$ cat src/sv/cstc_pkg.sv
// Shared types and constants for the command script tokenizer and checker.
package cstc_pkg;

    localparam int MAX_ARGS = 16;
    localparam int ARG_CAP_INT = ((MAX_ARGS - 1) > 15) ? 15 : (MAX_ARGS - 1);
    localparam logic [3:0] ARG_CAP = 4'(ARG_CAP_INT);

    localparam int QUEUE_DEPTH = 4;
    localparam int QPTR_W = $clog2(QUEUE_DEPTH);
    localparam int QCNT_W = $clog2(QUEUE_DEPTH + 1);

    // token kinds
    localparam logic [2:0] K_IDENT  = 3'd0;
    localparam logic [2:0] K_NUMBER = 3'd1;
    localparam logic [2:0] K_STRING = 3'd2;
    localparam logic [2:0] K_COMMA  = 3'd3;
    localparam logic [2:0] K_LPAREN = 3'd4;
    localparam logic [2:0] K_RPAREN = 3'd5;
    localparam logic [2:0] K_END    = 3'd6;

    // token roles
    localparam logic [1:0] ROLE_NAME  = 2'd0;
    localparam logic [1:0] ROLE_ARG   = 2'd1;
    localparam logic [1:0] ROLE_OTHER = 2'd2;

    // error codes
    localparam logic [2:0] ERR_NONE    = 3'd0;
    localparam logic [2:0] ERR_NAME    = 3'd1;
    localparam logic [2:0] ERR_LPAREN  = 3'd2;
    localparam logic [2:0] ERR_BAD_ARG = 3'd3;
    localparam logic [2:0] ERR_RPAREN  = 3'd4;

    // event kinds
    localparam logic EV_BYTE = 1'b0;
    localparam logic EV_DONE = 1'b1;

    typedef enum logic [1:0] {
        LEX_IDLE   = 2'd0,
        LEX_IDENT  = 2'd1,
        LEX_NUMBER = 2'd2,
        LEX_STRING = 2'd3
    } lex_mode_t;

    typedef enum logic [1:0] {
        PH_NAME   = 2'd0,
        PH_LPAREN = 2'd1,
        PH_ARGS   = 2'd2
    } phase_t;

    // one lexer event passed from front to back
    typedef struct packed {
        logic       done;   // EV_BYTE or EV_DONE
        logic [2:0] kind;
        logic [7:0] data;
        logic       last;   // final event of its input word
    } lex_event_t;

endpackage

$ cat src/sv/cstc_lexer.sv
// Front end: classifies each input character and produces up to two lexer events.
module cstc_lexer (
    input  logic                clk,
    input  logic                rst_n,
    input  logic                accept,
    input  logic [7:0]          char_byte,
    input  logic                end_of_text,
    output logic                ev0_valid,
    output cstc_pkg::lex_event_t ev0,
    output logic                ev1_valid,
    output cstc_pkg::lex_event_t ev1
);
    import cstc_pkg::*;

    lex_mode_t mode_reg, mode_next;

    logic is_alpha, is_digit, is_space;
    logic is_quote, is_lp, is_rp, is_comma, is_under, is_dot, is_minus;
    logic cont;
    logic fresh_valid;
    lex_event_t fresh_ev;
    lex_mode_t fresh_mode;
    logic [2:0] mode_kind;

    assign is_alpha = (char_byte inside {[8'h61:8'h7A], [8'h41:8'h5A]});
    assign is_digit = (char_byte inside {[8'h30:8'h39]});
    assign is_space = (char_byte == 8'h20) || (char_byte inside {[8'h09:8'h0D]});
    assign is_quote = (char_byte == 8'h22);
    assign is_lp    = (char_byte == 8'h28);
    assign is_rp    = (char_byte == 8'h29);
    assign is_comma = (char_byte == 8'h2C);
    assign is_under = (char_byte == 8'h5F);
    assign is_dot   = (char_byte == 8'h2E);
    assign is_minus = (char_byte == 8'h2D);

    assign cont = (mode_reg == LEX_IDENT) ? (is_alpha || is_digit || is_under || is_dot)
                                          : (is_digit || is_dot || is_minus);
    assign mode_kind = 3'(mode_reg) - 3'd1;

    // what a character does when it starts fresh
    always_comb
    begin
        fresh_valid = 1'b0;
        fresh_mode  = LEX_IDLE;
        fresh_ev    = '{done: EV_DONE, kind: K_COMMA, data: 8'h00, last: 1'b1};
        if (!is_space) begin
            if (is_alpha || is_under) begin
                fresh_mode  = LEX_IDENT;
                fresh_valid = 1'b1;
                fresh_ev    = '{done: EV_BYTE, kind: K_IDENT, data: char_byte, last: 1'b1};
            end else if (is_digit || is_minus) begin
                fresh_mode  = LEX_NUMBER;
                fresh_valid = 1'b1;
                fresh_ev    = '{done: EV_BYTE, kind: K_NUMBER, data: char_byte, last: 1'b1};
            end else if (is_quote) begin
                fresh_mode = LEX_STRING;
            end else if (is_lp) begin
                fresh_valid = 1'b1;
                fresh_ev.kind = K_LPAREN;
            end else if (is_rp) begin
                fresh_valid = 1'b1;
                fresh_ev.kind = K_RPAREN;
            end else if (is_comma) begin
                fresh_valid = 1'b1;
                fresh_ev.kind = K_COMMA;
            end
        end
    end

    // next state
    always_comb
    begin
        mode_next = mode_reg;
        if (end_of_text) begin
            mode_next = LEX_IDLE;
        end else begin
            case (mode_reg)
                LEX_STRING: mode_next = is_quote ? LEX_IDLE : LEX_STRING;
                LEX_IDENT, LEX_NUMBER: mode_next = cont ? mode_reg : fresh_mode;
                LEX_IDLE: mode_next = fresh_mode;
                default: mode_next = LEX_IDLE;
            endcase
        end
    end

    // event outputs
    always_comb
    begin
        ev0_valid = 1'b0;
        ev1_valid = 1'b0;
        ev0 = '{done: EV_DONE, kind: mode_kind, data: 8'h00, last: 1'b1};
        ev1 = '{done: EV_DONE, kind: K_END, data: 8'h00, last: 1'b1};
        if (end_of_text) begin
            ev0_valid = 1'b1;
            if (mode_reg != LEX_IDLE) begin
                ev1_valid = 1'b1;
                ev0.last  = 1'b0;
            end else begin
                ev0.kind = K_END;
            end
        end else begin
            case (mode_reg)
                LEX_STRING:
                begin
                    ev0_valid = 1'b1;
                    if (!is_quote) begin
                        ev0 = '{done: EV_BYTE, kind: K_STRING, data: char_byte, last: 1'b1};
                    end
                end
                LEX_IDENT, LEX_NUMBER:
                begin
                    ev0_valid = 1'b1;
                    if (cont) begin
                        ev0 = '{done: EV_BYTE, kind: mode_kind, data: char_byte, last: 1'b1};
                    end else if (fresh_valid) begin
                        ev0.last  = 1'b0;
                        ev1_valid = 1'b1;
                        ev1       = fresh_ev;
                    end
                end
                LEX_IDLE:
                begin
                    ev0_valid = fresh_valid;
                    ev0       = fresh_ev;
                end
                default:
                begin
                    ev0_valid = 1'b0;
                end
            endcase
        end
    end

    always_ff @(posedge clk or negedge rst_n)
    begin
        if (!rst_n) begin
            mode_reg <= LEX_IDLE;
        end else if (accept) begin
            mode_reg <= mode_next;
        end
    end

endmodule

$ cat config.mk
export PLATFORM = sky130hd
export DESIGN_NAME = cstc_lexer
export DESIGN_NICKNAME = d
export VERILOG_FILES = /design/src/sv/cstc_pkg.sv /design/src/sv/cstc_lexer.sv
export SDC_FILE = /design/constraint.sdc
export NUM_CORES = 1
export LEC_CHECK = 0
export BUFFER_PORTS_ARGS = -buffer_cell sky130_fd_sc_hd__clkbuf_2
export CAP_MARGIN = 0
export CORE_MARGIN = 1.5
export CORE_UTILIZATION = 45
export DETAILED_ROUTE_END_ITERATION = 8
export HOLD_SLACK_MARGIN = 0.08
export PLACE_DENSITY = 0.85
export SYNTH_ARGS = -nofsm -noshare
export SYNTH_HDL_FRONTEND = slang
export SYNTH_SLANG_ARGS = --single-unit
$ cat constraint.sdc
create_clock -name clk -period 4.85 [get_ports clk]
set_clock_uncertainty 0.1 [all_clocks]
set_input_delay 0.485 -clock clk [delete_from_list [all_inputs] [get_ports clk]]
set_output_delay 0.485 -clock clk [all_outputs]
set_load 0.05 [all_outputs]
==> out/results.tsv <==
metric	value	unit
outcome	completed	
grt_pass1_wl	3640	µm
path_max_fanout	6	
synth_area_leaders	ha_1, and2_1, dfrtp_1	
layout_common_cells	clkbuf_2, nor2_1, inv_1	
area_growth	22.0	%
yosysTopAreaCell	ha_1	
synth_nets	134	
cp-start-kind	flip-flop	
initial_core_util	49.4	%
reg2regPathDepth	7	
drtPass1Iterations	4	
grt_pass1_vias	867	
critPathRequiredTime	4.26	ns
ys_warn_count	0	
portBuffers	37	
post-cts-setup-buffers	0	
num_io_pins	40	
final_antenna_net_count	0	
cts_tree	yes	
rsz0062_at_grt	no	
finalCritPeriodShare	65.8	%
gp_congestion	0.915	
clock_latency	0.23	ns
vias	990	
seq_area_frac_synth	5.75	%
vias_per_cell	5.72	
finalSetupViolations	0	
drt-total-wl	2270	µm
avgSynthCellArea	7.44	µm²
r2r-start	mode_reg[1]	
min_period	3.19	ns
drv_slew	0	
clock_path_buffers	2	
layout-drive-gt1-share	35.8	%
cp-end-kind	output port	
finalNetCount	167	
drv_cap	0	
synthesis.area	871	µm²
setup_tns	0	ns
row_count	15	
die_area	2210	µm²
timing.final.hold_violations	0	
dp_hpwl	1850	µm
drc	0	
reg2reg_slack	2.43	ns
wl_per_cell	13.1	µm
synth-edff-count	0	
grt_max_degree	17	
die_w	47.0	µm
arrival	2.61	ns
synthFlopType	dfrtp_1	
grt_usage	22.1	%
r2r-end	mode_reg[0]	
cts_num_sinks	2	
clk_pin_slew	0.03	ns
largest_register_ffs	2	
antenna_found_initial	0	
tightest_slew	0.732	ns
nFillCells	177	
cts_buffers	3	
overflow	0	
cts_root_buf	clkbuf_4	
cts.htree.levels	1	
cts.repair.resized	0	
die_y	47.0	µm
core_region_area	1760	µm²
antennaDiodeCount	0	
powerDensity	153	nW/µm²
vdd_drop_max	0.101	mV
ys_ff_latch	2	
drtIter0Drc	21	
slew_headroom	51.0	%
crit_type	flip-flop to output port	
synthCells	117	
async_reset_ff_share	100	%
timing.hold.ws	0.497	ns
synth_top_area_share	7.18	%
synth_cell_types	46	
hold_class	input port to asynchronous set/reset pin	
final_common_cell	clkbuf_2	
total_leakage_power	0.000500	µW
fmax	313	MHz
cell families (layout without fill, tap and decap cells):
| kind of cell | Yosys count | count (layout) | share of synthesized area (%) |
|---|---|---|---|
| AND/OR/NAND/NOR | 56 | 56 | 43.1 |
| buffers and inverters | 20 | 51 | 10.9 |
| flip-flops | 2 | 2 | 5.75 |
| other | 2 | 2 | 0.862 |
| multiplexers | 3 | 3 | 3.45 |
| AO/OA/AOI/OAI | 29 | 29 | 28.7 |
| adder cells (fa/ha/maj) | 5 | 5 | 7.18 |
critical path: stages, from the launching register on:
cell      delay [ns]
dfrtp_1         0.36
inv_1           0.11
ha_1            0.22
or2_2           0.27
o22a_1          0.21
a31oi_1         0.58
or4_4           0.27
nand2b_1        0.09
clkbuf_2        0.27
worst max path at each step:
| stage | cells after the start | end | slack, ns | startpoint |
|---|---|---|---|---|
| global placement | 7 | ev1[9] | 1.76 | char_byte[2] |
| finish | 8 | ev1[11] | 1.66 | mode_reg[1] |
| floorplan | 6 | ev0[1] | 1.44 | char_byte[2] |
| CTS | 7 | ev0[5] | 1.67 | char_byte[1] |
| global route | 7 | ev0[5] | 1.50 | char_byte[1] |
| detailed placement | 7 | ev0[5] | 1.68 | char_byte[1] |
timing repair:
item | 4_1_cts | 5_1_grt
hold buffers | 1 | 0
endpoints found under the setup margin | 0 | 0
endpoints found under the hold margin | 2 | 0
synthesized netlist by cell type, types with 2 or more instances:
cell type   n
nor2_1     11
inv_1      10
and2_1      8
nand2_1     8
o21ai_0     8
clkbuf_1    5
ha_1        5
nor3b_1     5
nand2b_1    4
nor3_1      4
a21oi_1     3
buf_4       3
mux2i_1     3
or4_4       3
a2bb2oi_1   2
a31oi_1     2
conb_1      2
dfrtp_1     2
o31ai_1     2
metrics by stage:
stage               setup WS (ns)  power (µW)  cells  utilization, %  area [µm²]
floorplan                    1.44         103    117               -         871
global placement             1.76         121    169            58.4        1030
detailed placement           1.68         123    169            58.4        1030
CTS                          1.67         161    173            60.2        1060
global route                 1.50         170    173            60.2        1060
finish                       1.66         162    173            60.2        1060
power breakdown:
part	internal (µW)	leakage, µW	switching (µW)	total (µW)
Sequential	17.6	0.0000274	0.733	18.3
Clock	27.4	0.0000138	10.3	37.7
Combinational	29.9	0.000459	76.1	106
final cells by class:
class                           count  area, µm²  area share (%)
Multi-Input combinational cell     95        726            68.3
Sequential cell                     2       50.0            4.71
Clock buffer                        3       22.5            2.12
Tap cell                           25       31.3            2.94
Timing Repair Buffer               38        195            18.4
Inverter                           10       37.5            3.53
metal layers:
layer  track usage, %  wire [µm]
met5                0          0
met4             5.00         11
met3             1.15        120
met2             41.6       1150
met1             27.2        984
Note: power is estimated with default switching activity, not from simulation.
